--- src/ipsba_pkg.sv ---
// shared types and constants for the patch section parser
`default_nettype none

package ipsba_pkg;

    localparam int unsigned BLOCK_BYTES_DEF = 4096;
    localparam int unsigned QUEUE_DEPTH     = 4;
    localparam logic [23:0] EOF_MARK        = 24'h454F46;

    localparam logic [1:0] KIND_WRITE = 2'd0;
    localparam logic [1:0] KIND_FILL  = 2'd1;
    localparam logic [1:0] KIND_OK    = 2'd2;
    localparam logic [1:0] KIND_ERROR = 2'd3;

    typedef struct packed {
        logic [7:0] patch_byte;
        logic       section_end;
    } patch_item_t;

    typedef struct packed {
        logic [1:0]  kind;
        logic [11:0] write_offset;
        logic [12:0] run_length;
        logic [7:0]  write_value;
        logic        last_of_run;
    } result_item_t;

    // work handed from the parser to the emitter: an optional result
    // plus an optional trailing section error
    typedef struct packed {
        logic        has_main;
        logic [1:0]  kind;
        logic [11:0] write_offset;
        logic [12:0] run_length;
        logic [7:0]  write_value;
        logic        tail_error;
    } work_t;

endpackage

`default_nettype wire

--- src/ips_block_patch_applier_top.sv ---
// top level of the patch section parser
//
// input channel: patch bytes of one section, starting after the 5-byte
// header, with section_end set on the final byte; an item is taken when
// push is high and full is low.
// result channel: byte writes, fill runs and one section ok or section
// error per section; the oldest result is on result while empty is low and
// leaves when pop is high.
// one patch byte is taken per cycle while full is low; a byte yields zero,
// one or two results, which reach result through the work queue and the
// output register; results leave at most one per cycle through the output
// register, so a byte giving two results hands them out one after the other.
// a four-entry work queue sits between parser and emitter; when the
// receiver stalls the queue fills and full rises, holding off the source.
// reset empties the queue and the output register and leaves the parser
// expecting the first offset byte; the parser returns there after every
// section end.
`default_nettype none

module ips_block_patch_applier_top
    import ipsba_pkg::*;
#(
    parameter int unsigned BLOCK_BYTES = BLOCK_BYTES_DEF
)
(
    input  wire logic        clk,
    input  wire logic        rst_n,
    input  wire logic        push,
    output logic             full,
    input  wire patch_item_t patch,
    output logic             empty,
    input  wire logic        pop,
    output result_item_t     result
);

    logic  accept;
    logic  work_push;
    work_t work;
    work_t q_head;
    logic  q_pop;
    logic  q_empty;

    assign accept = push && !full;

    ipsba_parse #(
        .BLOCK_BYTES (BLOCK_BYTES)
    ) u_parse (
        .clk       (clk),
        .rst_n     (rst_n),
        .accept    (accept),
        .patch     (patch),
        .work_push (work_push),
        .work      (work)
    );

    ipsba_queue u_queue (
        .clk     (clk),
        .rst_n   (rst_n),
        .wr_en   (work_push),
        .wr_data (work),
        .rd_en   (q_pop),
        .rd_data (q_head),
        .full    (full),
        .empty   (q_empty)
    );

    ipsba_emit u_emit (
        .clk     (clk),
        .rst_n   (rst_n),
        .q_empty (q_empty),
        .q_head  (q_head),
        .q_pop   (q_pop),
        .result  (result),
        .empty   (empty),
        .pop     (pop)
    );

endmodule

`default_nettype wire

--- src/ipsba_parse.sv ---
// front end: record parser that turns each patch byte into work for the queue
`default_nettype none

module ipsba_parse
    import ipsba_pkg::*;
#(
    parameter int unsigned BLOCK_BYTES = BLOCK_BYTES_DEF
)
(
    input  wire logic        clk,
    input  wire logic        rst_n,
    input  wire logic        accept,
    input  wire patch_item_t patch,
    output logic             work_push,
    output work_t            work
);

    typedef enum logic [3:0] {
        PH_OFF0, PH_OFF1, PH_OFF2, PH_LEN0, PH_LEN1,
        PH_FILL0, PH_FILL1, PH_VALUE, PH_DATA, PH_DONE
    } phase_t;

    phase_t      phase_reg, phase_next;
    logic [23:0] offset_reg, offset_next;
    logic [7:0]  len_hi_reg, len_hi_next;
    logic [15:0] fill_reg, fill_next;
    logic [15:0] left_reg, left_next;
    logic [11:0] wptr_reg, wptr_next;

    logic [7:0]  b;
    logic [15:0] len_full;
    logic [15:0] addend;
    logic [24:0] sum;
    logic        overrun;
    logic [23:0] offset_new;

    assign b          = patch.patch_byte;
    assign len_full   = {len_hi_reg, b};
    assign offset_new = {offset_reg[15:0], b};

    // one adder serves both the normal and the fill overrun check
    assign addend  = (phase_reg == PH_LEN1) ? len_full : fill_reg;
    assign sum     = {1'b0, offset_reg} + {9'd0, addend};
    assign overrun = sum > 25'(BLOCK_BYTES);

    always_comb
    begin
        phase_next  = phase_reg;
        offset_next = offset_reg;
        len_hi_next = len_hi_reg;
        fill_next   = fill_reg;
        left_next   = left_reg;
        wptr_next   = wptr_reg;
        work        = '0;

        unique case (phase_reg)
            PH_OFF0:
            begin
                offset_next = {16'd0, b};
                phase_next  = PH_OFF1;
            end
            PH_OFF1:
            begin
                offset_next = offset_new;
                phase_next  = PH_OFF2;
            end
            PH_OFF2:
            begin
                offset_next = offset_new;
                if (offset_new == EOF_MARK)
                begin
                    phase_next    = PH_DONE;
                    work.has_main = 1'b1;
                    work.kind     = KIND_OK;
                end
                else
                begin
                    phase_next = PH_LEN0;
                end
            end
            PH_LEN0:
            begin
                len_hi_next = b;
                phase_next  = PH_LEN1;
            end
            PH_LEN1:
            begin
                if (len_full == 16'd0)
                begin
                    phase_next = PH_FILL0;
                end
                else if (overrun)
                begin
                    phase_next    = PH_DONE;
                    work.has_main = 1'b1;
                    work.kind     = KIND_ERROR;
                end
                else
                begin
                    left_next  = len_full;
                    wptr_next  = offset_reg[11:0];
                    phase_next = PH_DATA;
                end
            end
            PH_FILL0:
            begin
                fill_next  = {8'd0, b};
                phase_next = PH_FILL1;
            end
            PH_FILL1:
            begin
                fill_next  = {fill_reg[7:0], b};
                phase_next = PH_VALUE;
            end
            PH_VALUE:
            begin
                if (overrun)
                begin
                    phase_next    = PH_DONE;
                    work.has_main = 1'b1;
                    work.kind     = KIND_ERROR;
                end
                else
                begin
                    phase_next = PH_OFF0;
                    if (fill_reg != 16'd0)
                    begin
                        work.has_main     = 1'b1;
                        work.kind         = KIND_FILL;
                        work.write_offset = offset_reg[11:0];
                        work.run_length   = fill_reg[12:0];
                        work.write_value  = b;
                    end
                end
            end
            PH_DATA:
            begin
                work.has_main     = 1'b1;
                work.kind         = KIND_WRITE;
                work.write_offset = wptr_reg;
                work.run_length   = 13'd1;
                work.write_value  = b;
                wptr_next         = wptr_reg + 12'd1;
                left_next         = left_reg - 16'd1;
                if (left_reg == 16'd1)
                begin
                    phase_next = PH_OFF0;
                end
            end
            PH_DONE:
            begin
                phase_next = PH_DONE;
            end
            default:
            begin
                phase_next = PH_DONE;
            end
        endcase

        // section end: error unless the marker or an error already ended parsing
        if (patch.section_end)
        begin
            work.tail_error = (phase_next != PH_DONE);
            phase_next      = PH_OFF0;
        end
    end

    assign work_push = accept && (work.has_main || work.tail_error);

    always_ff @(posedge clk or negedge rst_n)
    begin
        if (!rst_n)
        begin
            phase_reg <= PH_OFF0;
        end
        else if (accept)
        begin
            phase_reg <= phase_next;
        end
    end

    always_ff @(posedge clk)
    begin
        if (accept)
        begin
            offset_reg <= offset_next;
            len_hi_reg <= len_hi_next;
            fill_reg   <= fill_next;
            left_reg   <= left_next;
            wptr_reg   <= wptr_next;
        end
    end

endmodule

`default_nettype wire

--- src/ipsba_queue.sv ---
// short work queue between the parser and the result emitter
`default_nettype none

module ipsba_queue
    import ipsba_pkg::*;
(
    input  wire logic  clk,
    input  wire logic  rst_n,
    input  wire logic  wr_en,
    input  wire work_t wr_data,
    input  wire logic  rd_en,
    output work_t      rd_data,
    output logic       full,
    output logic       empty
);

    localparam int unsigned PtrW = $clog2(QUEUE_DEPTH);
    localparam int unsigned CntW = $clog2(QUEUE_DEPTH + 1);

    work_t           slot_reg [QUEUE_DEPTH];
    logic [PtrW-1:0] wptr_reg;
    logic [PtrW-1:0] rptr_reg;
    logic [CntW-1:0] count_reg;
    logic            do_wr;
    logic            do_rd;

    assign full    = (count_reg == CntW'(QUEUE_DEPTH));
    assign empty   = (count_reg == '0);
    assign do_wr   = wr_en && !full;
    assign do_rd   = rd_en && !empty;
    assign rd_data = slot_reg[rptr_reg];

    always_ff @(posedge clk or negedge rst_n)
    begin
        if (!rst_n)
        begin
            wptr_reg  <= '0;
            rptr_reg  <= '0;
            count_reg <= '0;
        end
        else
        begin
            if (do_wr)
            begin
                wptr_reg <= (wptr_reg == PtrW'(QUEUE_DEPTH - 1)) ? '0 : wptr_reg + 1'b1;
            end
            if (do_rd)
            begin
                rptr_reg <= (rptr_reg == PtrW'(QUEUE_DEPTH - 1)) ? '0 : rptr_reg + 1'b1;
            end
            if (do_wr && !do_rd)
            begin
                count_reg <= count_reg + 1'b1;
            end
            else if (do_rd && !do_wr)
            begin
                count_reg <= count_reg - 1'b1;
            end
        end
    end

    always_ff @(posedge clk)
    begin
        if (do_wr)
        begin
            slot_reg[wptr_reg] <= wr_data;
        end
    end

endmodule

`default_nettype wire

--- src/ipsba_emit.sv ---
// back end: expands queued work into result items behind an output register
`default_nettype none

module ipsba_emit
    import ipsba_pkg::*;
(
    input  wire logic   clk,
    input  wire logic   rst_n,
    input  wire logic   q_empty,
    input  wire work_t  q_head,
    output logic        q_pop,
    output result_item_t result,
    output logic        empty,
    input  wire logic   pop
);

    result_item_t out_reg, out_next;
    logic         valid_reg, valid_next;
    logic         sel_reg, sel_next;
    logic         load;

    assign load = !valid_reg || pop;

    always_comb
    begin
        out_next   = out_reg;
        valid_next = valid_reg;
        sel_next   = sel_reg;
        q_pop      = 1'b0;

        if (load)
        begin
            valid_next = !q_empty;
            if (!q_empty)
            begin
                if (!sel_reg && q_head.has_main)
                begin
                    out_next.kind         = q_head.kind;
                    out_next.write_offset = q_head.write_offset;
                    out_next.run_length   = q_head.run_length;
                    out_next.write_value  = q_head.write_value;
                    out_next.last_of_run  = !q_head.tail_error;
                    // hold the entry when its trailing error is still due
                    sel_next = q_head.tail_error;
                    q_pop    = !q_head.tail_error;
                end
                else
                begin
                    out_next             = '0;
                    out_next.kind        = KIND_ERROR;
                    out_next.last_of_run = 1'b1;
                    sel_next             = 1'b0;
                    q_pop                = 1'b1;
                end
            end
        end
    end

    always_ff @(posedge clk or negedge rst_n)
    begin
        if (!rst_n)
        begin
            valid_reg <= 1'b0;
            sel_reg   <= 1'b0;
        end
        else
        begin
            valid_reg <= valid_next;
            sel_reg   <= sel_next;
        end
    end

    always_ff @(posedge clk)
    begin
        out_reg <= out_next;
    end

    assign result = out_reg;
    assign empty  = !valid_reg;

endmodule

`default_nettype wire
--- config.mk ---
export PLATFORM = sky130hd
export DESIGN_NAME = ips_block_patch_applier_top
export DESIGN_NICKNAME = d
export VERILOG_FILES = /design/src/ipsba_pkg.sv /design/src/ips_block_patch_applier_top.sv /design/src/ipsba_parse.sv /design/src/ipsba_queue.sv /design/src/ipsba_emit.sv
export SDC_FILE = /design/constraint.sdc
export NUM_CORES = 1
export LEC_CHECK = 0
export BUFFER_PORTS_ARGS = -buffer_cell sky130_fd_sc_hd__buf_2
export CORE_MARGIN = 2
export CORE_UTILIZATION = 39
export DETAILED_ROUTE_END_ITERATION = 7
export GPL_TIMING_DRIVEN = 1
export PLACE_DENSITY = 0.53
export RECOVER_POWER = 25
export SKIP_CTS_REPAIR_TIMING = 1
export SYNTH_ARGS = -nofsm -noshare
export SYNTH_HDL_FRONTEND = slang
export SYNTH_SLANG_ARGS = --single-unit
--- constraint.sdc ---
create_clock -name clk -period 8.12 [get_ports clk]
set_clock_uncertainty 0.15 [all_clocks]
set_input_delay 0.812 -clock clk [delete_from_list [all_inputs] [get_ports clk]]
set_output_delay 0.812 -clock clk [all_outputs]
set_load 0.05 [all_outputs]
## After elaboration in Yosys (flattened, before gate mapping)

Memories as Yosys holds them, arrays and structs flattened.
Cells that the tools add are included.
Widths: inputs -> output; s select.

| storage, ports and cells | value |
|---|---|
| register bits | 125 |
| RAM bits | 148 |
| input port bits | 13 |
| output and inout bits | 38 |
| word-level logic and storage cells | 107 |
| memories kept | 1 |

Memory list:

| name | depth | width | rd ports | clocked after memory_dff | write ports | RTL line | source |
|---|---|---|---|---|---|---|---|
| u_queue.slot_reg | 4 | 37 | 1 | 0 | 1 | ipsba_queue.sv:20 | `work_t slot_reg [QUEUE_DEPTH];` |

| cells by class | value |
|---|---|
| $add $sub $neg | 7 |
| order comparisons | 1 |
| eq/ne operators | 16 |
| muxes and demuxes | 35 |
| bitwise logic cells | 1 |
| reductions and logical operators | 30 |

Operators by type and width:

| kind | number |
|---|---|
| $pmux 33 s2 | 1 |
| $pmux 16 s2 | 2 |
| $mux 16 | 3 |
| $pmux 24 s2 | 1 |
| $mux 36 | 1 |
| $pmux 4 s9 | 1 |
| $mux 33 | 1 |
| $add 24x16->25 | 1 |
| $gt 25x13->1 const B | 1 |
| $eq 24x23->1 const B | 1 |
| $mux 12 | 2 |
| $pmux 12 s2 | 1 |
| $mux 4 | 5 |
| $mux 3 | 6 |
| $eq 16x1->1 const B | 1 |
| $eq 4x3->1 const B | 4 |
| $logic_not 16->1 | 1 |
| $reduce_bool 16->1 | 1 |
| $sub 16x1->16 const B | 1 |
| $add 12x1->12 const B | 1 |
| $pmux 3 s4 | 1 |
| $eq 4x2->1 const B | 2 |
| $mux 1 | 8 |
| $reduce_and 2->1 | 4 |
| other kinds (19) | 39 |

## Logic depth before layout (Yosys ltp)

Gate-level depths: netlist of run 1.

| depth | value |
|---|---|
| depth in word-level cells | 16 |
| mapped depth | 25 |
| depth with buffers taken out | 22 |

## Hierarchy

Synthesis of run 1 repeated with hierarchy kept, for this count alone.

| unflattened totals | value |
|---|---|
| cell total of the unflattened synthesis | 890 |
| area total of the unflattened synthesis | 12853.6 µm² |

By module, submodules not included:

| module | times used | cells an instance | area an instance (µm²) | seq. area each (µm²) |
|---|---|---|---|---|
| ipsba_queue | 1 | 230 | 5803.1 | 4619.4 |
| ipsba_parse | 1 | 574 | 5586.6 | 2382.3 |
| ipsba_emit | 1 | 85 | 1450.1 | 1131.1 |
| ips_block_patch_applier_top | 1 | 1 | 13.8 | 0.0 |

## Worst setup path before layout of run 1

Ideal clock, no wire load.

| path | value |
|---|---|
| kind | flip-flop to flip-flop |
| from | register u_parse.phase_reg[3] |
| to | register u_parse.left_reg[0] (enable) |
| library setup time | 0.413 ns |
| arrival time | 5.391 ns |
| data required time | 7.557 ns |
| setup slack | 2.166 ns |
| cell stages (with the launch flop) | 20 |
| path buffers | 4 |
| period minus slack after synthesis | 5.954 ns |
| cells stage by stage | dfrtp_1 > clkbuf_1 > inv_1 > nand2_1 > or3_1 > clkbuf_1 > clkbuf_1 > mux2_2 > ha_1 > buf_2 > a21oi_1 > o211ai_1 > a221o_1 > o22ai_1 > mux2_1 > nor2_1 > nand3_1 > nor2_1 > nor2_1 > nor2_1 |

| between the ends | value |
|---|---|
| longest elaborated chain between the ends | 6 |
| elaborated cells on any way between the ends | 9 |
| classes of those cells | add/sub (1); order compare (1); eq/ne (4); mux (1); reduce/logical (2) |

Ends and longest elaborated chain:

| item | RTL line | source |
|---|---|---|
| start, declared | ipsba_parse.sv:23 | `phase_t phase_reg, phase_next;` |
| start signal, assigned | ipsba_parse.sv:178 | `phase_reg <= phase_next;` |
| $eq 4x3->1 | ipsba_parse.sv:42, ipsba_parse.sv:56 |  |
| $mux 16 | ipsba_parse.sv:42 | `assign addend = (phase_reg == PH_LEN1) ? len_full : fill_reg;` |
| $add 24x16->25 | ipsba_parse.sv:43 | `assign sum = {1'b0, offset_reg} + {9'd0, addend};` |
| $gt 25x13->1 | ipsba_parse.sv:44 | `assign overrun = sum > 25'(BLOCK_BYTES);` |
| $ne 2x2->1 (no line) | -- |  |
| $reduce_and 4->1 (no line) * | -- |  |
| end signal, assigned | ipsba_parse.sv:189 | `left_reg <= left_next;` |
| end, declared | ipsba_parse.sv:27 | `logic [15:0] left_reg, left_next;` |

Mark *: on every way between the ends. The rest lies on a longest branch, timed or not.
A chain may end at the register's enable or synchronous reset.

==> flow_summary.toml, run 1 <==
[route]
route.final.wire_length_um = 28360
routed_wire_length_per_instance_um = 20.24
detail_route.vias_per_cell = 5.300
final_antenna_net_count = 0
routed-via-count = 7426
first_iter_violations = 605
drcViolationCount = 0
number_of_search_and_repair_iterations_in_the_first_detailed_routing_pass = 5

[floorplan]
fp.dieH_um = 184.3
die_w_um = 184.3
rows = 66
floorplan.core_area_um2 = 32290
initial_utilization_pct = 39.28
die_area_um2 = 33980
io-pin-count = 51

[clock_network]
cts_htree_levels = 1
worst_setup_hold_path_clk_slew_ns = 0.06
cts_num_sinks = 273
cts-root-to-sink-buffers = 3
worst_skew_pair.late_latency_ns = 0.58
cts_inserted_buffers = 30
cts_root_buf = "clkbuf_16"
cts_tree = "built"

[synth]
synth_cell_types = 75
ys.flop_type = "edfxtp_1"
synth.largest_area_cell = "edfxtp_1"
syn-mean-instance-area_um2 = 14.35
yosys_warnings = 0
synth_edf_count = 260
yosys-top-cells-area = "edfxtp_1, mux4_2, dfrtp_1"
post_synth_instance_area_um2 = 12680
netlist.area_leader.share_pct = 61.56
seq_area_frac_synth_pct = 64.13
synthCells = 884
async_set_reset_flop_share_out_of_synthesis_pct = 4.762
synth_nets = 924
yosys_register_bits = 273

[run_status]
outcome = "complete, but fails checks"
failed_checks = "capacitance limit, slew limit"

[setup_path]
critical_path.max_fanout = 37
ff2ff_setup_slack_ns = 1.99
crit_slowest_cell = "and2_2"
path_class = "reg2reg"
critPathArrivalTime_ns = 6.15
worst_r2r_startpoint = "u_parse.phase_reg[3]"
crit_path_end = "u_queue.slot_reg[0][1]"
slowest_stage_delay_on_critical_path_ns = 0.81
start_kind = "flip-flop"
timing.critical_path.to_type = "flip-flop"
worst_r2r_endpoint = "u_queue.slot_reg[0][1]"
critical_path_required_ns = 8.14
critical_path.cell_chain = "inv_1 -> nand2_1 -> or3_1 -> mux2_2 -> ha_1 -> a21oi_1 -> o211ai_1 -> a221o_1 -> o22ai_1 -> mux2_1 -> nor2_1 -> a41oi_1 -> a21oi_1 -> o21a_4 -> and2_2"
crit_path_frequent_cell = "a21oi_1"
worst_setup_path_startpoint = "u_parse.phase_reg[3]"
rr_worst_depth = 15

[power]
vdd_ir_drop_max_mv = 0.1788
leakage_nw = 5.030
power.density_cell_area_nw_per_um2 = 379.7

[timing]
setup_violators_final = 0
transition_time_at_the_pin_with_the_least_slew_margin_ns = 2.002
final-hold-violation-count = 0
time_the_worst_path_needs_with_i_o_delays_and_setup_ns = 6.133
final_max_slew_viol_count = 55
timing.slew.headroom_pct = -33.49
timing.final.crit_share_pct = 75.53
max_freq_mhz = 163.1
setup_total_neg_slack_ns = 0
setup_repair_after_global_routing_missed_its_margin = "false"

[placement]
port_buffers = 50
place_hpwl_um = 19050
gp_congestion = 0.8664
place.detailed.instances = 1344

[job]
cap_violations = 2

[grt]
gr_usage_total_pct = 16.81
grt_max_degree = 50
grt_pass1_wl_um = 43330
vias_in_the_first_global_route = 7388
overflow = 0
grt_antenna_before_repair = 0

[hold_path]
min_path_cells = 2
hold_path.class = "in2reg"
start_point_of_the_worst_hold_path = "pop"

[layout]
most_common_cell_after_layout_fill_and_taps_aside = "edfxtp_1"
layout_common_cells = "edfxtp_1, nand2_1, and3_1"
fin_util_pct = 44.74
post_route_cells_drive_above_1_share_pct = 16.79
fillCellCount = 2936
layoutNonFillerInstCount = 1401
largest_register_ffs = 148
num_antenna_cells = 0
synth_to_layout_area_growth_pct = 13.91
fin_nets = 975
==> kinds of logic after synthesis <==
logic type               count (synthesis)  share of synthesized area (%)
adder cells (fa/ha/maj)                 27                          2.782
AND/OR/NAND/NOR                        292                          12.55
flip-flops                             273                          64.13
XOR/XNOR                                31                          2.141
multiplexers                            64                          8.978
buffers and inverters                   58                          1.835
AO/OA/AOI/OAI                          139                          7.587
==> layer usage <==
| layer | vias up | wire (um) | track usage, % |
|---|---|---|---|
| met2 | 165 | 13340 | 27.49 |
| met3 | 42 | 1184 | 2.450 |
| met5 | - | 0 | 0 |
| met1 | 3684 | 13170 | 23.56 |
| li1 | 3535 | - | - |
| met4 | 0 | 655 | 4.448 |
==> power by group <==
part | total (W) | internal [W] | switching (W)
combinational | 0.00188 | 0.000662 | 0.00122
sequential | 0.00215 | 0.00195 | 0.000204
clock | 0.00145 | 0.000872 | 0.000578
total | 0.00549 | 0.00348 | 0.00200
==> layout make-up <==
class	instances	area (um2)	area share, %
timing repair buffer	60	276.5	1.914
inverter	17	63.81	0.4417
sequential	273	8134	56.31
multi-input combinational	553	4342	30.05
tap	442	553.0	3.828
clock buffer	30	750.7	5.197
clock inverter	26	326.6	2.261
==> through the flow <==
stage          hold slack [ns]  worst slack (ns)  total power [W]  instance area [um2]
2_1_floorplan           0.3060             2.166         0.003600                12680
3_3_place_gp            0.3252             2.078         0.004089                13420
3_5_place_dp            0.3281             1.911         0.004100                13420
4_1_cts               -0.04827             1.896         0.005558                14500
5_1_grt                 0.2895             1.536         0.005781                14450
6_report                0.2804             1.987         0.005485                14450
==> worst max-delay path: cells and delay by family, from the launching register on <==
kind / cells / cell delay, ns
AOI/OAI and AO/OA: 7 / 1.80
adders and majority gates: 1 / 0.38
buffers and inverters: 1 / 0.14
DFF: 1 / 0.50
muxes: 2 / 0.76
and+or+nand+nor: 4 / 1.99
==> Yosys cell counts (2+ instances only) <==
master and n:
nor4_1 15, xnor2_1 15, xor2_1 16, and2_1 51
fa_1 2, nand2_1 64, o21ai_0 42, or2_2 5
a22o_1 13, and4_4 2, buf_1 5, o31ai_1 7
inv_1 17, o21a_1 6, or3_1 3, nor4b_1 2
dfrtp_1 13, nand2b_1 6, nor3_1 16, buf_4 2
o211a_1 2, nand4_1 15, mux4_2 37, nor2b_1 3
o211ai_1 2, o21ai_1 5, nand3_1 12, buf_2 6
mux2_2 19, a21boi_0 3, mux2_4 2, or4_1 3
ha_1 25, mux2i_1 5, edfxtp_1 260, nor3b_1 2
nand4b_1 2, a31o_2 2, and3_1 43, a21oi_1 25
clkbuf_1 28, a21o_1 7, nor2_1 39, a31oi_1 4
==> how the worst min path moves through the flow <==
stage	to	slack [ns]
3_3_place_gp	u_queue.count_reg[2]	0.33
4_1_cts	u_emit.sel_reg	-0.05
3_5_place_dp	u_queue.count_reg[2]	0.33
2_1_floorplan	u_queue.count_reg[2]	0.31
6_report	u_emit.valid_reg	0.28
5_1_grt	u_emit.valid_reg	0.29
Note: power is estimated with default switching activity, not from simulation.
==> run 2: changes to the inputs <==
--- a/config.mk
+++ b/config.mk
@@ -5,12 +5,13 @@
 export SDC_FILE = /design/constraint.sdc
 export NUM_CORES = 1
 export LEC_CHECK = 0
+export ABC_AREA = 1
 export BUFFER_PORTS_ARGS = -buffer_cell sky130_fd_sc_hd__buf_2
 export CORE_MARGIN = 2
 export CORE_UTILIZATION = 39
 export DETAILED_ROUTE_END_ITERATION = 7
 export GPL_TIMING_DRIVEN = 1
-export PLACE_DENSITY = 0.53
+export PLACE_DENSITY = 0.55
 export RECOVER_POWER = 25
 export SKIP_CTS_REPAIR_TIMING = 1
 export SYNTH_ARGS = -nofsm -noshare
==> constraint.sdc (replaced) <==
create_clock -name clk -period 5.1 [get_ports clk]
set_clock_uncertainty 0.15 [all_clocks]
set_input_delay 0.51 -clock clk [delete_from_list [all_inputs] [get_ports clk]]
set_output_delay 0.51 -clock clk [all_outputs]
set_load 0.05 [all_outputs]
==> flow_summary.toml, run 2 <==
[synth]
synth.largest_area_cell = "edfxtp_1"
yosysMostFrequentCell = "nor2_1"
seq_area_frac_synth_pct = 62.77
post_synth_instance_area_um2 = 12960
netlist.area_leader.share_pct = 60.26
yosys_register_bits = 273
synth_nets = 1363
synth_edf_count = 260
synth_common_cells = "nor2_1, edfxtp_1, nand2_1"
yosys-top-cells-area = "edfxtp_1, nor2_1, nand2_1"
syn-mean-instance-area_um2 = 9.793
ys.flop_type = "edfxtp_1"
synth_cell_types = 36
yosys_warnings = 0
synthCells = 1323
async_set_reset_flop_share_out_of_synthesis_pct = 4.762

[setup_path]
crit_path_frequent_cell = "nand2_1"
worst_r2r_endpoint = "u_queue.count_reg[1]"
worst_r2r_startpoint = "u_parse.phase_reg[2]"
rr_worst_depth = 31
critPathArrivalTime_ns = 5.15
critical_path_required_ns = 5.41
slowest_stage_delay_on_critical_path_ns = 0.42
ff2ff_setup_slack_ns = 0.26
start_kind = "flip-flop"
critical_path.max_fanout = 8
timing.critical_path.to_type = "flip-flop"
path_class = "reg2reg"
crit_slowest_cell = "fa_2"

[layout]
post_route_cells_drive_above_1_share_pct = 11.20
final_cell_area_um2 = 15060
layout_common_cells = "edfxtp_1, nor2_1, nand2_1"
fin_nets = 1445
fin_util_pct = 46.16
num_antenna_cells = 0
synth_to_layout_area_growth_pct = 16.20
most_common_cell_after_layout_fill_and_taps_aside = "edfxtp_1"
fillCellCount = 3074
area.sequential_um2 = 8134
area_used_by_multi_input_combinational_logic_um2 = 4273
largest_register_ffs = 148

[clock_network]
cts_root_buf = "clkbuf_16"
worst_skew_pair.late_latency_ns = 0.57
cts-root-to-sink-buffers = 3
cts_htree_levels = 1
worst_setup_hold_path_clk_slew_ns = 0.06
cts_inserted_buffers = 30
cts_tree = "built"
cts_num_sinks = 273

[timing]
setup_violators_final = 0
hold_ws_ns = 0.04330
final-hold-violation-count = 0
timing.final.ws_setup_ns = 0.2630
timing.final.crit_share_pct = 94.84
max_freq_mhz = 206.7
timing.slew.headroom_pct = -0.9840
final_max_slew_viol_count = 39
setup_total_neg_slack_ns = 0
time_the_worst_path_needs_with_i_o_delays_and_setup_ns = 4.837
transition_time_at_the_pin_with_the_least_slew_margin_ns = 1.515

[placement]
gp_congestion = 0.9364
placedInstanceArea_um2 = 13860
port_buffers = 50
post-place-ws_ns = 0.1109
place_hpwl_um = 21110

[power]
pwr-share-comb_pct = 37.5
power.switching_w = 0.003350
leakage_nw = 5.871
vdd_ir_drop_max_mv = 0.3083
power.density_cell_area_nw_per_um2 = 554.1
clock_power_share_pct = 23.9
sequentialPowerShare_pct = 38.6
cellInternalPower_w = 0.004992
switching_share_pct = 40.16

[floorplan]
die_area_um2 = 34690
initial_utilization_pct = 39.72
rows = 66
die_w_um = 186.3
fp.dieH_um = 186.3
io-pin-count = 51
floorplan.core_area_um2 = 32620

[job]
cap_violations = 1

[run_status]
outcome = "complete, but fails checks"
failed_checks = "capacitance limit, slew limit"

[hold_path]
hold_path.class = "in2reg"
min_path_cells = 4
worstHoldEndpoint = "u_emit.valid_reg"
start_point_of_the_worst_hold_path = "pop"

[route]
number_of_search_and_repair_iterations_in_the_first_detailed_routing_pass = 5
drcViolationCount = 0
detail_route.vias_per_cell = 5.031
first_iter_violations = 882
final_antenna_net_count = 0
routed_wire_length_per_instance_um = 16.98
route.final.wire_length_um = 31760
routed-via-count = 9408

[grt]
grt_pass1_wl_um = 49010
grt_antenna_before_repair = 0
vias_in_the_first_global_route = 8873
grt_max_degree = 77
gr_usage_total_pct = 18.51
overflow = 0
-- run 2: cell types whose count changed after synthesis, moves of 14 or more --
cell	before	now
and2_1	51	0
a21oi_1	25	50
o21ai_0	42	131
mux2_2	19	1
and3_1	43	0
nand2_2	0	14
nand2_1	64	227
mux4_2	37	0
nand3_1	12	42
inv_1	17	153
nor2_1	39	267
-- run 2: per-stage QoR --
stage	std cells	total power [W]
6_report	1870	0.008343
3_5_place_dp	1794	0.006283
4_1_cts	1849	0.008291
2_1_floorplan	1323	0.005422
3_3_place_gp	1794	0.006268
5_1_grt	1870	0.008922
-- run 2: worst max-delay path by stage --
stage / start / end / slack, ns / depth (start not counted)
after floorplan: u_parse.phase_reg[2] / u_queue.slot_reg[3][0] / -0.49 / 31
after global placement: u_parse.phase_reg[2] / u_queue.count_reg[1] / 0.21 / 34
after detailed placement: u_parse.phase_reg[2] / u_queue.count_reg[2] / 0.11 / 37
after CTS: u_parse.phase_reg[0] / u_queue.count_reg[2] / 0.1 / 36
after global routing: u_parse.phase_reg[0] / u_queue.count_reg[1] / -0.07 / 33
final: u_parse.phase_reg[2] / u_queue.count_reg[1] / 0.26 / 31
-- run 2: power groups by stage --
stage                     Clock (W)  Sequential, W  Combinational, W
after floorplan                   0        0.00369           0.00173
after global placement            0        0.00325           0.00302
after detailed placement          0        0.00325           0.00303
after CTS                   0.00204        0.00321           0.00304
after global routing        0.00213        0.00327           0.00352
final                       0.00199        0.00322           0.00313
-- run 2: cells by family (layout without fill, tap and decap cells) --
group	Yosys count	count (layout)	share of synthesized area, %
AOI/OAI and AO/OA	208	208	8.460
xor gates and xnor gates	15	15	1.014
adders and majority gates	27	27	2.723
buffers and inverters	196	301	5.678
DFF	273	273	62.77
muxes	1	1	0.08691
and+or+nand+nor	603	603	19.27
-- run 2: worst max-delay path, delay by kind of cell, from the launching register on --
kind	cells	cell delay [ns]
compound gates	1	0.20
fa+ha+maj	3	0.97
mux	1	0.26
simple gates	21	2.30
buf+inv	5	0.42
flops	1	0.41
-- run 2: layout make-up --
| cell class | instances | area share [%] |
|---|---|---|
| clock buffer | 35 | 5.111 |
| clock inverter | 20 | 0.9391 |
| inverter | 156 | 3.889 |
| multi-input combinational | 854 | 28.38 |
| sequential | 273 | 54.03 |
| tap | 442 | 3.673 |
| timing repair buffer | 90 | 3.981 |
-- run 2: layer usage --
metal | part of all wire [%] | up-vias | GRT usage (%)
met5 | 0 | - | 0
met4 | 3.3 | 0 | 6.362
met3 | 5.0 | 61 | 2.765
met2 | 46 | 277 | 29.53
met1 | 46 | 4449 | 25.92
li1 | - | 4621 | -
==> run 3: changes to the inputs <==
--- a/config.mk
+++ b/config.mk
@@ -6,10 +6,11 @@
 export NUM_CORES = 1
 export LEC_CHECK = 0
 export ABC_AREA = 1
-export BUFFER_PORTS_ARGS = -buffer_cell sky130_fd_sc_hd__buf_2
+export BUFFER_PORTS_ARGS = -buffer_cell sky130_fd_sc_hd__clkbuf_2
 export CORE_MARGIN = 2
 export CORE_UTILIZATION = 39
 export DETAILED_ROUTE_END_ITERATION = 7
+export GPL_ROUTABILITY_DRIVEN = 1
 export GPL_TIMING_DRIVEN = 1
 export PLACE_DENSITY = 0.55
 export RECOVER_POWER = 25
==> flow_summary.toml, run 3 (synthesized netlist as in run 2, its figures left out) <==
[run_status]
outcome = "complete, but fails checks"
failed_checks = "capacitance limit, slew limit"

[setup_path]
start_kind = "flip-flop"
critPathArrivalTime_ns = 5.10
timing.critical_path.to_type = "flip-flop"
path_class = "reg2reg"
slowest_stage_delay_on_critical_path_ns = 0.43
critical_path.max_fanout = 9
crit_path_frequent_cell = "nand2_1"
critical_path_required_ns = 5.39
crit_slowest_cell = "dfrtp_1"

[clock_network]
cts_tree = "built"
cts_num_sinks = 273
cts_inserted_buffers = 29
cts-root-to-sink-buffers = 3
worst_setup_hold_path_clk_slew_ns = 0.06
worst_skew_pair.late_latency_ns = 0.55
cts_htree_levels = 1
cts_root_buf = "clkbuf_16"

[timing]
time_the_worst_path_needs_with_i_o_delays_and_setup_ns = 4.806
setup_violators_final = 0
max_freq_mhz = 208.1
final_max_slew_viol_count = 110
timing.final.ws_setup_ns = 0.2944
final-hold-violation-count = 0
timing.final.crit_share_pct = 94.23
transition_time_at_the_pin_with_the_least_slew_margin_ns = 1.964
timing.slew.headroom_pct = -30.90

[route]
drcViolationCount = 0
routed_wire_length_per_instance_um = 16.90
route.final.wire_length_um = 31440
number_of_search_and_repair_iterations_in_the_first_detailed_routing_pass = 5
detail_route.vias_per_cell = 4.999
routed-via-count = 9303
final_antenna_net_count = 0
first_iter_violations = 772

[power]
power.density_cell_area_nw_per_um2 = 557.6
vdd_ir_drop_max_mv = 0.2830
leakage_nw = 5.802

[placement]
place_hpwl_um = 21490
port_buffers = 50
post-place-ws_ns = 0.1975
gp_congestion = 0.9231

[floorplan]
die_w_um = 186.3
fp.dieH_um = 186.3
rows = 66
floorplan.core_area_um2 = 32620
initial_utilization_pct = 39.72
io-pin-count = 51
die_area_um2 = 34690

[layout]
area.sequential_um2 = 8134
synth_to_layout_area_growth_pct = 14.54
layout_common_cells = "edfxtp_1, nor2_1, nand2_1"
num_antenna_cells = 0
fin_util_pct = 45.50
fin_nets = 1438
most_common_cell_after_layout_fill_and_taps_aside = "edfxtp_1"
largest_register_ffs = 148
fillCellCount = 3101
area_used_by_multi_input_combinational_logic_um2 = 4155
post_route_cells_drive_above_1_share_pct = 8.386

[hold_path]
hold_path.class = "in2reg"

[grt]
gr_usage_total_pct = 18.35
grt_pass1_wl_um = 48880
grt_antenna_before_repair = 0
grt_max_degree = 47
overflow = 0
vias_in_the_first_global_route = 8843

[job]
cap_violations = 3
[run 3: worst paths after layout]
kind	endpoint	start	depth (start not counted)	slack, ns
worst min register to register	u_emit.sel_reg	u_emit.sel_reg	2	0.37
max in group asynchronous	u_queue.rptr_reg[0]	rst_n	2	3.89
worst max register to register	u_queue.count_reg[1]	u_parse.phase_reg[3]	30	0.29
worst min-delay path	u_emit.valid_reg	pop	4	0.05
min in group asynchronous	u_queue.rptr_reg[1]	rst_n	2	0.39
worst max-delay path	u_queue.count_reg[1]	u_parse.phase_reg[3]	30	0.29
[run 3: worst max-delay path, delay by kind of cell (launching register included)]
| family | cells | cell delay (ns) |
|---|---|---|
| and+or+nand+nor | 18 | 1.98 |
| adders and majority gates | 3 | 0.99 |
| buffers and inverters | 6 | 0.57 |
| DFF | 1 | 0.43 |
| AOI/OAI and AO/OA | 2 | 0.31 |
| muxes | 1 | 0.26 |
[run 3: report_power, final]
part	switching, W	leakage [nW]	internal, W
clock network	0.000851	0.446	0.00119
registers	0.000241	2.59	0.00302
logic	0.00219	2.76	0.000778
[run 3: layout make-up]
type	instances	share of cell area, %
well taps	442	3.726
clock buffers	39	5.345
flip-flops and latches	273	54.81
inverters	156	3.946
clock inverters	13	0.9021
repair buffers	84	3.271
multi-input cells	854	28.00
[run 3: per-stage QoR]
step | instances | power, W | instance area (um2) | setup TNS, ns | hold WS (ns)
2_1_floorplan | 1323 | 0.005422 | 12960 | -72.07 | 0.06441
3_3_place_gp | 1801 | 0.006283 | 13900 | 0 | 0.2878
3_5_place_dp | 1801 | 0.006293 | 13900 | 0 | 0.2926
4_1_cts | 1853 | 0.008356 | 14820 | 0 | -0.3071
5_1_grt | 1861 | 0.008801 | 14840 | -0.1253 | 0.06474
6_report | 1861 | 0.008275 | 14840 | 0 | 0.04781
[run 3: metal layers]
layer	vias to the layer above	share of wire [%]	track usage, %
met2	278	45	29.96
met3	64	5.8	2.336
met4	0	3.3	6.016
li1	4604	-	-
met1	4357	46	25.50
met5	-	0	0
